[config.mk]
export PLATFORM = sky130hd
export DESIGN_NAME = reload_down_timer_bank
export DESIGN_NICKNAME = d
export VERILOG_FILES = /design/src/hdl/rdtb_pkg.sv /design/src/hdl/rdtb_timer.sv /design/src/hdl/reload_down_timer_bank.sv
export SDC_FILE = /design/constraint.sdc
export NUM_CORES = 2
export LEC_CHECK = 0
export BUFFER_PORTS_ARGS = -buffer_cell sky130_fd_sc_hd__buf_2
export CAP_MARGIN = 20
export CELL_PAD_IN_SITES_DETAIL_PLACEMENT = 1
export CELL_PAD_IN_SITES_GLOBAL_PLACEMENT = 1
export CORE_MARGIN = 1
export CORE_UTILIZATION = 35
export CTS_CLUSTER_DIAMETER = 60
export DETAILED_ROUTE_END_ITERATION = 10
export GPL_TIMING_DRIVEN = 0
export PLACE_DENSITY_LB_ADDON = 0.3
export SYNTH_ARGS = -nofsm -noshare
export SYNTH_HDL_FRONTEND = slang
export SYNTH_SLANG_ARGS = --single-unit
[constraint.sdc]
create_clock -name clk -period 5.6 [get_ports clk]
set_clock_uncertainty 0.05 [all_clocks]
set_input_delay 0.28 -clock clk [delete_from_list [all_inputs] [get_ports clk]]
set_output_delay 0.28 -clock clk [all_outputs]
set_load 0.005 [all_outputs]
[src/hdl/rdtb_pkg.sv]
// rdtb_pkg: constants, register map codes and shared types of the reload down-timer bank
// used by rdtb_timer and reload_down_timer_bank; no dependencies
`default_nettype none

package rdtb_pkg;

	// bank geometry
	localparam int NUM_TIMERS_DEF = 6;
	localparam int IRQ_W          = 6;
	localparam int CNT_W          = 32;
	localparam int OFF_W          = 8;
	localparam int OP_W           = 2;
	localparam int TMR_IDX_W      = 3;

	localparam logic [OFF_W-1:0] BANK_BASE    = 8'h30;
	localparam logic [4:0]       LAST_REG_OFF = 5'h0c;
	localparam logic [CNT_W-1:0] ALL_ONES     = 32'hffff_ffff;

	// operation codes
	localparam logic [OP_W-1:0] OP_READ  = 2'd0;
	localparam logic [OP_W-1:0] OP_WRITE = 2'd1;
	localparam logic [OP_W-1:0] OP_TICK  = 2'd2;

	// register index within one timer
	localparam logic [1:0] REG_START  = 2'd0;
	localparam logic [1:0] REG_RELOAD = 2'd1;
	localparam logic [1:0] REG_COUNT  = 2'd2;
	localparam logic [1:0] REG_CTRL   = 2'd3;

	// control byte bit positions
	localparam int FLAG_BIT   = 1;
	localparam int ENABLE_BIT = 0;

	// per-timer command strobes
	typedef struct packed {
		logic wr_start;
		logic wr_reload;
		logic wr_count;
		logic wr_ctrl;
		logic tick;
	} tmr_cmd_t;

	// per-timer state as seen by the bus side
	typedef struct packed {
		logic             running;
		logic [CNT_W-1:0] reload;
		logic [CNT_W-1:0] count;
		logic             flag;
		logic             enable;
		logic             irq_d;
	} tmr_stat_t;

endpackage

`default_nettype wire

[src/hdl/rdtb_timer.sv]
// rdtb_timer: one 32-bit down-counting timer with reload, underflow flag and irq enable
// depends on rdtb_pkg
`default_nettype none

module rdtb_timer (
	input  wire                     clk,
	input  wire                     arst_n,
	input  wire rdtb_pkg::tmr_cmd_t cmd,
	input  wire [rdtb_pkg::CNT_W-1:0] wdata,
	output rdtb_pkg::tmr_stat_t     stat
);

	logic                       running_q, running_d;
	logic [rdtb_pkg::CNT_W-1:0] reload_q, reload_d;
	logic [rdtb_pkg::CNT_W-1:0] count_q, count_d;
	logic                       flag_q, flag_d;
	logic                       enable_q, enable_d;
	logic [rdtb_pkg::CNT_W-1:0] count_dec;

	assign count_dec = count_q - rdtb_pkg::CNT_W'(1);

	always_comb begin
		running_d = running_q;
		reload_d  = reload_q;
		count_d   = count_q;
		flag_d    = flag_q;
		enable_d  = enable_q;
		if (cmd.wr_start) begin
			running_d = wdata[0];
		end
		if (cmd.wr_reload) begin
			reload_d = wdata;
		end
		if (cmd.wr_count) begin
			count_d = wdata;
		end
		if (cmd.wr_ctrl) begin
			// flag can only be cleared from the bus
			flag_d   = flag_q & wdata[rdtb_pkg::FLAG_BIT];
			enable_d = wdata[rdtb_pkg::ENABLE_BIT];
		end
		if (cmd.tick && running_q) begin
			// count of 0 or 1 wraps through the reload value
			if (count_q[rdtb_pkg::CNT_W-1:1] == '0) begin
				count_d = count_dec + reload_q;
				flag_d  = 1'b1;
			end else begin
				count_d = count_dec;
			end
		end
	end

	always_ff @(posedge clk or negedge arst_n) begin
		if (!arst_n) begin
			running_q <= 1'b0;
			reload_q  <= rdtb_pkg::ALL_ONES;
			count_q   <= rdtb_pkg::ALL_ONES;
			flag_q    <= 1'b0;
			enable_q  <= 1'b0;
		end else begin
			running_q <= running_d;
			reload_q  <= reload_d;
			count_q   <= count_d;
			flag_q    <= flag_d;
			enable_q  <= enable_d;
		end
	end

	assign stat.running = running_q;
	assign stat.reload  = reload_q;
	assign stat.count   = count_q;
	assign stat.flag    = flag_q;
	assign stat.enable  = enable_q;
	assign stat.irq_d   = flag_d & enable_d;

endmodule

`default_nettype wire

[src/hdl/reload_down_timer_bank.sv]
// reload_down_timer_bank: each accepted input word passes the input register, then the
// result register; one word per clock, reads, writes and ticks alike, unless m_tready
// stalls; all timers step together; the only loop is the update of each timer register
// set; m_tready stalls the result register and through it the input register
// arst_n clears all timers (stopped, reload and count all ones, flag and enable low)
// and empties both pipeline registers
`default_nettype none

module reload_down_timer_bank #(
	parameter int NUM_TIMERS = rdtb_pkg::NUM_TIMERS_DEF
) (
	input  wire         clk,
	input  wire         arst_n,
	// input words
	input  wire         s_tvalid,
	output logic        s_tready,
	input  wire  [39:0] s_tdata,   // [7:0] offset, [39:8] write_data
	input  wire  [1:0]  s_tuser,   // [1:0] operation
	// result words
	output logic        m_tvalid,
	input  wire         m_tready,
	output logic [39:0] m_tdata    // [31:0] read_data, [37:32] irq_lines, [39:38] zero
);

	localparam int CNT_W = rdtb_pkg::CNT_W;
	localparam int OFF_W = rdtb_pkg::OFF_W;
	localparam int IRQ_W = rdtb_pkg::IRQ_W;

	// input register, stage 1
	logic                          valid_s1;
	logic [rdtb_pkg::OP_W-1:0]     op_s1;
	logic [OFF_W-1:0]              off_s1;
	logic [CNT_W-1:0]              wd_s1;

	// result register, stage 2
	logic                          valid_s2;
	logic [CNT_W-1:0]              rd_s2;
	logic [IRQ_W-1:0]              irq_s2;

	logic                          advance;
	logic [OFF_W-1:0]              rel;
	logic                          mapped;
	logic [rdtb_pkg::TMR_IDX_W-1:0] tmr_idx;
	logic [1:0]                    reg_idx;

	rdtb_pkg::tmr_cmd_t            cmd   [NUM_TIMERS];
	rdtb_pkg::tmr_stat_t           stat  [NUM_TIMERS];
	logic [CNT_W-1:0]              rd_lane [NUM_TIMERS];
	logic [CNT_W-1:0]              rd_d;
	logic [IRQ_W-1:0]              irq_d;

	// stage 1 moves into stage 2 when the result register is free or being drained
	assign advance  = valid_s1 && (!valid_s2 || m_tready);
	assign s_tready = !valid_s1 || advance;

	always_ff @(posedge clk or negedge arst_n) begin
		if (!arst_n) begin
			valid_s1 <= 1'b0;
		end else if (s_tready) begin
			valid_s1 <= s_tvalid;
		end
	end

	// payload needs no reset
	always_ff @(posedge clk) begin
		if (s_tready && s_tvalid) begin
			op_s1  <= s_tuser;
			off_s1 <= s_tdata[OFF_W-1:0];
			wd_s1  <= s_tdata[OFF_W +: CNT_W];
		end
	end

	// offset decode: four word registers at the low end of each 0x20 window
	assign rel     = off_s1 - rdtb_pkg::BANK_BASE;
	assign mapped  = (off_s1 >= rdtb_pkg::BANK_BASE) && (rel[1:0] == 2'b00)
		&& (rel[4:0] <= rdtb_pkg::LAST_REG_OFF);
	assign tmr_idx = rel[7:5];
	assign reg_idx = rel[3:2];

	genvar n;
	generate
		for (n = 0; n < NUM_TIMERS; n++) begin : g_tmr
			logic hit;
			logic wr;

			assign hit = mapped && (tmr_idx == rdtb_pkg::TMR_IDX_W'(n));
			assign wr  = advance && (op_s1 == rdtb_pkg::OP_WRITE) && hit;

			// strobes only fire as the word leaves stage 1, so a stall changes nothing
			assign cmd[n].wr_start  = wr && (reg_idx == rdtb_pkg::REG_START);
			assign cmd[n].wr_reload = wr && (reg_idx == rdtb_pkg::REG_RELOAD);
			assign cmd[n].wr_count  = wr && (reg_idx == rdtb_pkg::REG_COUNT);
			assign cmd[n].wr_ctrl   = wr && (reg_idx == rdtb_pkg::REG_CTRL);
			assign cmd[n].tick      = advance && (op_s1 == rdtb_pkg::OP_TICK);

			rdtb_timer u_timer (
				.clk    (clk),
				.arst_n (arst_n),
				.cmd    (cmd[n]),
				.wdata  (wd_s1),
				.stat   (stat[n])
			);

			// read value of this timer, zero when not addressed
			always_comb begin
				rd_lane[n] = '0;
				if ((op_s1 == rdtb_pkg::OP_READ) && hit) begin
					unique case (reg_idx)
						rdtb_pkg::REG_START:  rd_lane[n] = CNT_W'(stat[n].running);
						rdtb_pkg::REG_RELOAD: rd_lane[n] = stat[n].reload;
						rdtb_pkg::REG_COUNT:  rd_lane[n] = stat[n].count;
						rdtb_pkg::REG_CTRL:   rd_lane[n] = CNT_W'({stat[n].flag, stat[n].enable});
						default:              rd_lane[n] = '0;
					endcase
				end
			end

			// interrupt lines exist for the first six timers only
			if (n < IRQ_W) begin : g_irq
				assign irq_d[n] = stat[n].irq_d;
			end
		end

		for (n = NUM_TIMERS; n < IRQ_W; n++) begin : g_irq_pad
			assign irq_d[n] = 1'b0;
		end
	endgenerate

	// at most one lane is addressed, so an or over the lanes is the read mux
	always_comb begin
		rd_d = '0;
		for (int i = 0; i < NUM_TIMERS; i++) begin
			rd_d = rd_d | rd_lane[i];
		end
	end

	always_ff @(posedge clk or negedge arst_n) begin
		if (!arst_n) begin
			valid_s2 <= 1'b0;
		end else if (!valid_s2 || m_tready) begin
			valid_s2 <= valid_s1;
		end
	end

	// irq lines are taken after the word has been applied
	always_ff @(posedge clk) begin
		if (advance) begin
			rd_s2  <= rd_d;
			irq_s2 <= irq_d;
		end
	end

	assign m_tvalid = valid_s2;
	assign m_tdata  = {2'b00, irq_s2, rd_s2};

endmodule

`default_nettype wire

; Word-level counts from Yosys, hierarchy flattened
; Cells that the tools add are included.
; Widths: inputs -> output; s select.
[word_totals]
reg_bits = 484
latchBits = 0
ram_bits = 0
romBits = 0
in_bits = 46
output_inout_bits = 42
word_cells = 207
memories = 0
[classes]
addsub = 13
n_mul = 0
div = 0
magnitude_cmp = 2
n_eq_ne = 10
shift = 0
n_mux = 54
bitwise_logic = 17
n_reduce_logical = 74
[ops]
columns = operator, count
row1 = $mux 32, 24
row2 = $pmux 32 s4, 6
row3 = $add 32x32->32, 6
row4 = $sub 32x1->32 const B, 6
row5 = $logic_not 31->1, 6
row6 = $or 32x32->32, 5
row7 = $logic_and 1x1->1, 54
row8 = $mux 1, 24
row9 = $and 1x1->1, 12
row10 = $reduce_bool 2->1, 6
row11 = $ge 8x6->1 const B, 1
row12 = $sub 8x6->8 const B, 1
row13 = $eq 2x2->1 const B, 3
row14 = $eq 3x2->1 const B, 2
row15 = $eq 3x3->1 const B, 2
row16 = $logic_not 2->1, 3
row17 = $le 5x4->1 const B, 1
row18 = $eq 2x1->1 const B, 2
row19 = $eq 3x1->1 const B, 1
row20 = $logic_not 3->1, 1
row21 = $logic_not 1->1, 2
row22 = $logic_or 1x1->1, 2

; Depth between registers and ports, before layout
[logic_depth]
word_depth = 12
depth_mapped = 22
mapped_depth_nobuf = 20

; Hierarchy
; Synthesis repeated with hierarchy kept, for this count alone.
[hier_totals]
cells_unflattened = 4152
area_unflattened_um2 = 38972.4
[by_module_without_submodules]
columns = mod, n_inst, cells_per_inst, area_per_inst_um2, seq_area_each_um2
row1 = rdtb_timer (g_tmr[0].u_timer ...), 3, 585, 5487.8, 1756.7
row2 = rdtb_timer (g_tmr[3].u_timer ...), 2, 607, 5555.3, 1756.7
row3 = reload_down_timer_bank, 1, 605, 5928.2, 2452.4
row4 = rdtb_timer (g_tmr[5].u_timer), 1, 578, 5470.2, 1756.7

; Worst setup path before layout
; Ideal clock, no wire load.
[synth_path]
path_type = register to register
from = register g_tmr[0].u_timer.count_q[7] (netlist name)
to = register g_tmr[0].u_timer.count_q[31] (netlist name)
arrival_time_ns = 4.724
required_time_ns = 5.490
slack_ns = 0.766
path_stages_with_launch = 19
period_less_slack_ns = 4.834
cell_sequence = dfstp_2 or4_1 nor3_1 nand2_1 or4_1 nor3_1 xor2_1 ha_1 nand2_1 nor2_1 and4_1 and3b_1 a2111oi_0 o311ai_0 a21o_1 xnor2_1 a211o_1 a31oi_1 o221a_2
[synth_via]
elab_chain_len = 4
[synth_rtl]
columns = element, line_no
row1 = start: declaration, rdtb_timer.sv:15  ; logic [rdtb_pkg::CNT_W-1:0] count_q, count_d;
row2 = start signal: assignment, rdtb_timer.sv:57  ; count_q <= rdtb_pkg::ALL_ONES;
row3 = start signal: assignment, rdtb_timer.sv:63  ; count_q <= count_d;
row4 = $sub 32x1->32, rdtb_timer.sv:20  ; assign count_dec = count_q - rdtb_pkg::CNT_W'(1);
row5 = $add 32x32->32, rdtb_timer.sv:45  ; count_d = count_dec + reload_q;
row6 = $mux 32 *, rdtb_timer.sv:44  ; if (count_q[rdtb_pkg::CNT_W-1:1] == '0) begin
row7 = $mux 32 *, rdtb_timer.sv:42  ; if (cmd.tick && running_q) begin
; Every way passes the cells marked *; elsewhere a longest branch is shown, timed or not.
; A chain may end at the register's enable or synchronous reset.

; Worst setup path in the final report
[layout_path]
from = register g_tmr[3].u_timer.count_q[6] (netlist name)
to = register g_tmr[3].u_timer.count_q[31] (netlist name)
[layout_via]
elab_chain_len = 4
[layout_rtl]
columns = element, line_no
row1 = start: declaration, rdtb_timer.sv:15
row2 = start signal: assignment, rdtb_timer.sv:57
row3 = start signal: assignment, rdtb_timer.sv:63
row4 = $sub 32x1->32, rdtb_timer.sv:20
row5 = $add 32x32->32, rdtb_timer.sv:45
row6 = $mux 32 *, rdtb_timer.sv:44
row7 = $mux 32 *, rdtb_timer.sv:42
; Marks and branches as above.

==> flow_summary.json <==
{
  "status": "complete, no violations",
  "synth_area_um2": 36900,
  "synth_cell_type_count": 91,
  "fin_crit_ns": 5.37,
  "seqCellArea_um2": 13000,
  "synthSimpleGateAreaFrac": 0.159,
  "grt_setup_unrepaired": "false",
  "synth-seq-cells": 484,
  "worst_path_most_repeated_cell": "or3_1",
  "setup-violations-final": 0,
  "ir_worst_vdd_v": 0.000253,
  "num_vias": 35919,
  "dp.cells": 5602,
  "globalplace.congestion": 1.03,
  "yosysSeqAreaShare": 0.353,
  "clk_latency_ns": 0.67,
  "detail-route-antenna-nets": 0,
  "multi_input_area_um2": 22700,
  "core_um2": 104000,
  "use_met2": 0.487,
  "cp.required_ns": 6.12,
  "grtUsageMet3": 0.0659,
  "root_buffer": "clkbuf_16",
  "io_buffers": 85,
  "synth_edf_count": 80,
  "synth_compound_area_frac": 0.220,
  "power_density_nw_per_um2": 408,
  "routedWlPerCell_um": 30.6,
  "wl_mm": 177,
  "die_y_um": 327,
  "synthArstFlopShare": 0.835,
  "busiest_layer": "met2",
  "cts_tree": "done",
  "yosys_most_used_dff": "dfstp_2",
  "synth_top_family_by_area": "compound AO/OA/AOI/OAI gates",
  "postSynthAreaPerCell_um2": 8.95,
  "instances_no_fill": 5784,
  "p_leak_nw": 17.2,
  "hold_violations": 0,
  "synth_warnings": 0,
  "drt-pass1-iter-count": 6,
  "synth_mux_area_frac": 0.0783,
  "hold_class": "in -> async",
  "utilization": 0.408,
  "cts_num_sinks": 484,
  "drt-initial-drc-count": 3667,
  "overflow": 0,
  "fin_tns_setup_ns": 0,
  "gr-usage-all-layers": 0.324,
  "cts_buffers": 74,
  "slowest_delay_ns": 0.52,
  "die_w_um": 327,
  "htree_levels": 3,
  "final_cell_mix": "509 x nand2_1, 384 x dfstp_2, 331 x nor2_1",
  "io_pins": 88,
  "r2r_slack_ns": 0.23,
  "dp.final_hpwl_mm": 135,
  "num_rows": 118,
  "worst_setup_path_end_kind": "register",
  "grt_start_max_net_pins": 112,
  "num-nets-final": 4620,
  "critPathLaunchType": "register",
  "drive_above_1_share": 0.201,
  "grt_pass1_wl_mm": 254,
  "crit_slowest_cell": "or4_1",
  "antenna_found_initial": 18,
  "grt.met1_usage": 0.439,
  "synthCells": 4118,
  "finalMaxSlewViolations": 0,
  "slew_headroom": 0.187,
  "fmax_mhz": 186,
  "initial_core_util": 0.355,
  "crit_type": "reg -> reg",
  "viasPerCell": 6.21,
  "areaGrowthSynthToFinish_pct": 15.1,
  "cp_cell_sequence": "or3_1 -> or4_1 -> or3_1 -> or2_2 -> or4_1 -> xnor2_2 -> ha_1 -> nand2_1 -> or3_1 -> nor4_1 -> o211ai_1 -> a21oi_1 -> nor2_1 -> xor2_1 -> nor2_1 -> xnor2_1 -> o311a_1",
  "synthAdderAreaFrac": 0.0790,
  "first_global_vias": 35790,
  "drcViolationCount": 0,
  "tightest_slew_ns": 1.22,
  "cp.arrival_ns": 5.89,
  "clock_path_buffers": 3,
  "fillers": 12173,
  "mostFrequentLayoutCell": "nand2_1",
  "critPathMaxFanout": 7,
  "maxCapViolCount": 0,
  "dieArea_um2": 107000,
  "synth_xor_area_frac": 0.0772,
  "clk_pin_slew_ns": 0.05,
  "post-route-period-util": 0.959
}
==> where the power goes <==
| group | switching (W) | internal (W) |
|---|---|---|
| logic | 0.00555 | 0.00287 |
| clock network | 0.00193 | 0.00286 |
| registers | 0.000242 | 0.00383 |
==> worst max-delay path, delay by kind of cell, from the launching register on <==
kind,cells,cell delay [ns]
simple gates,10,3.15
compound gates,3,0.79
xor+xnor,3,0.48
fa+ha+maj,1,0.44
flops,1,0.40
==> layout make-up <==
| type | count | share of cell area |
|---|---|---|
| antenna | 2 | 0.000118 |
| clock inverter | 39 | 0.0100 |
| timing repair buffer | 152 | 0.0300 |
| multi-input combinational | 3308 | 0.535 |
| inverter | 78 | 0.00690 |
| tap | 1380 | 0.0407 |
| sequential | 484 | 0.306 |
| clock buffer | 94 | 0.0478 |
| buffer | 247 | 0.0232 |
==> final timing paths <==
kind                                              from                             to  cells past startpoint
min reg2reg                    g_tmr[2].u_timer.flag_q        g_tmr[2].u_timer.flag_q                      2
min in group clk                            s_tdata[1]                      off_s1[1]                      2
max in group asynchronous                       arst_n  g_tmr[2].u_timer.reload_q[17]                      4
max reg2reg                g_tmr[3].u_timer.count_q[6]   g_tmr[3].u_timer.count_q[31]                     17
max                        g_tmr[3].u_timer.count_q[6]   g_tmr[3].u_timer.count_q[31]                     17
min                                             arst_n   g_tmr[3].u_timer.count_q[19]                      2
==> layer usage <==
layer	routed length (um)	up-vias
met5	73	-
met4	10200	10
met3	15200	383
met2	76000	1556
met1	75600	18288
li1	-	15682
==> logic make-up after synthesis <==
family / count (synthesis)
AO/OA/AOI/OAI: 1222
other: 1
flip-flops: 484
XOR/XNOR: 324
AND/OR/NAND/NOR: 1277
multiplexers: 254
adder cells (fa/ha/maj): 229
buffers and inverters: 327
==> sequential cells by signal, indices dropped and copies added (netlist names), 2 cells and up <==
signal	flops
irq_s2	6
off_s1	8
g_tmr.u_timer.reload_q	192
op_s1	2
rd_s2	32
wd_s1	32
g_tmr.u_timer.flag_q	6
g_tmr.u_timer.running_q	6
g_tmr.u_timer.enable_q	6
g_tmr.u_timer.count_q	192
==> stage by stage <==
stage	cell area (um^2)	power (W)	worst slack, ns	hold WS, ns
after floorplan	36900	0.00989	0.766	-0.0656
after detailed placement	39400	0.0123	-0.176	0.230
after global placement	39000	0.0121	-4.50	0.407
after global routing	42400	0.0182	0.00780	0.188
after CTS	42300	0.0172	0.0627	0.157
final	42400	0.0173	0.228	0.176
==> Yosys cell counts, types with 8 or more instances <==
cell        n  area share
a211o_1     9      0.0021
a211oi_1   95       0.019
a21o_1    102       0.021
a21oi_1   237       0.032
a22oi_1   194       0.040
a31oi_1   120       0.020
a32oi_1     8      0.0019
and2_1     26      0.0044
and3_1     26      0.0044
and4_1      8      0.0019
buf_1      19      0.0019
clkbuf_1  219       0.022
dfrtp_1    20       0.014
dfstp_2   384        0.27
edfxtp_1   80       0.065
ha_1      223       0.076
inv_1      78      0.0079
mux2_2    206       0.063
mux2i_1    41       0.011
nand2_1   509       0.052
nand2b_1   28      0.0048
nand3_1    52      0.0071
nand4_1    25      0.0042
nor2_1    331       0.034
nor2b_1    27      0.0046
nor3_1    102       0.014
nor3b_1    11      0.0022
nor4_1     35      0.0059
o211ai_1   25      0.0051
o21a_1     26      0.0053
o21ai_0   161       0.022
o21bai_1   25      0.0051
o221ai_1   34      0.0081
o22ai_1    92       0.016
o31ai_1    17      0.0035
or2_2      13      0.0022
or3_1      41      0.0070
or4_1      15      0.0031
xnor2_1   133       0.032
xor2_1    190       0.045
==> timing repair <==
| action | 4_1_cts | 5_1_grt |
|---|---|---|
| endpoints found under the hold margin | 49 | 0 |
| gates resized for setup | 2 | 13 |
| cloned | 0 | 0 |
| setup endpoints to repair | 2 | 12 |
| hold buffers | 46 | 0 |
| setup buffers | 0 | 0 |
| pin swaps | 0 | 0 |
(Power assumes the default switching activity.)
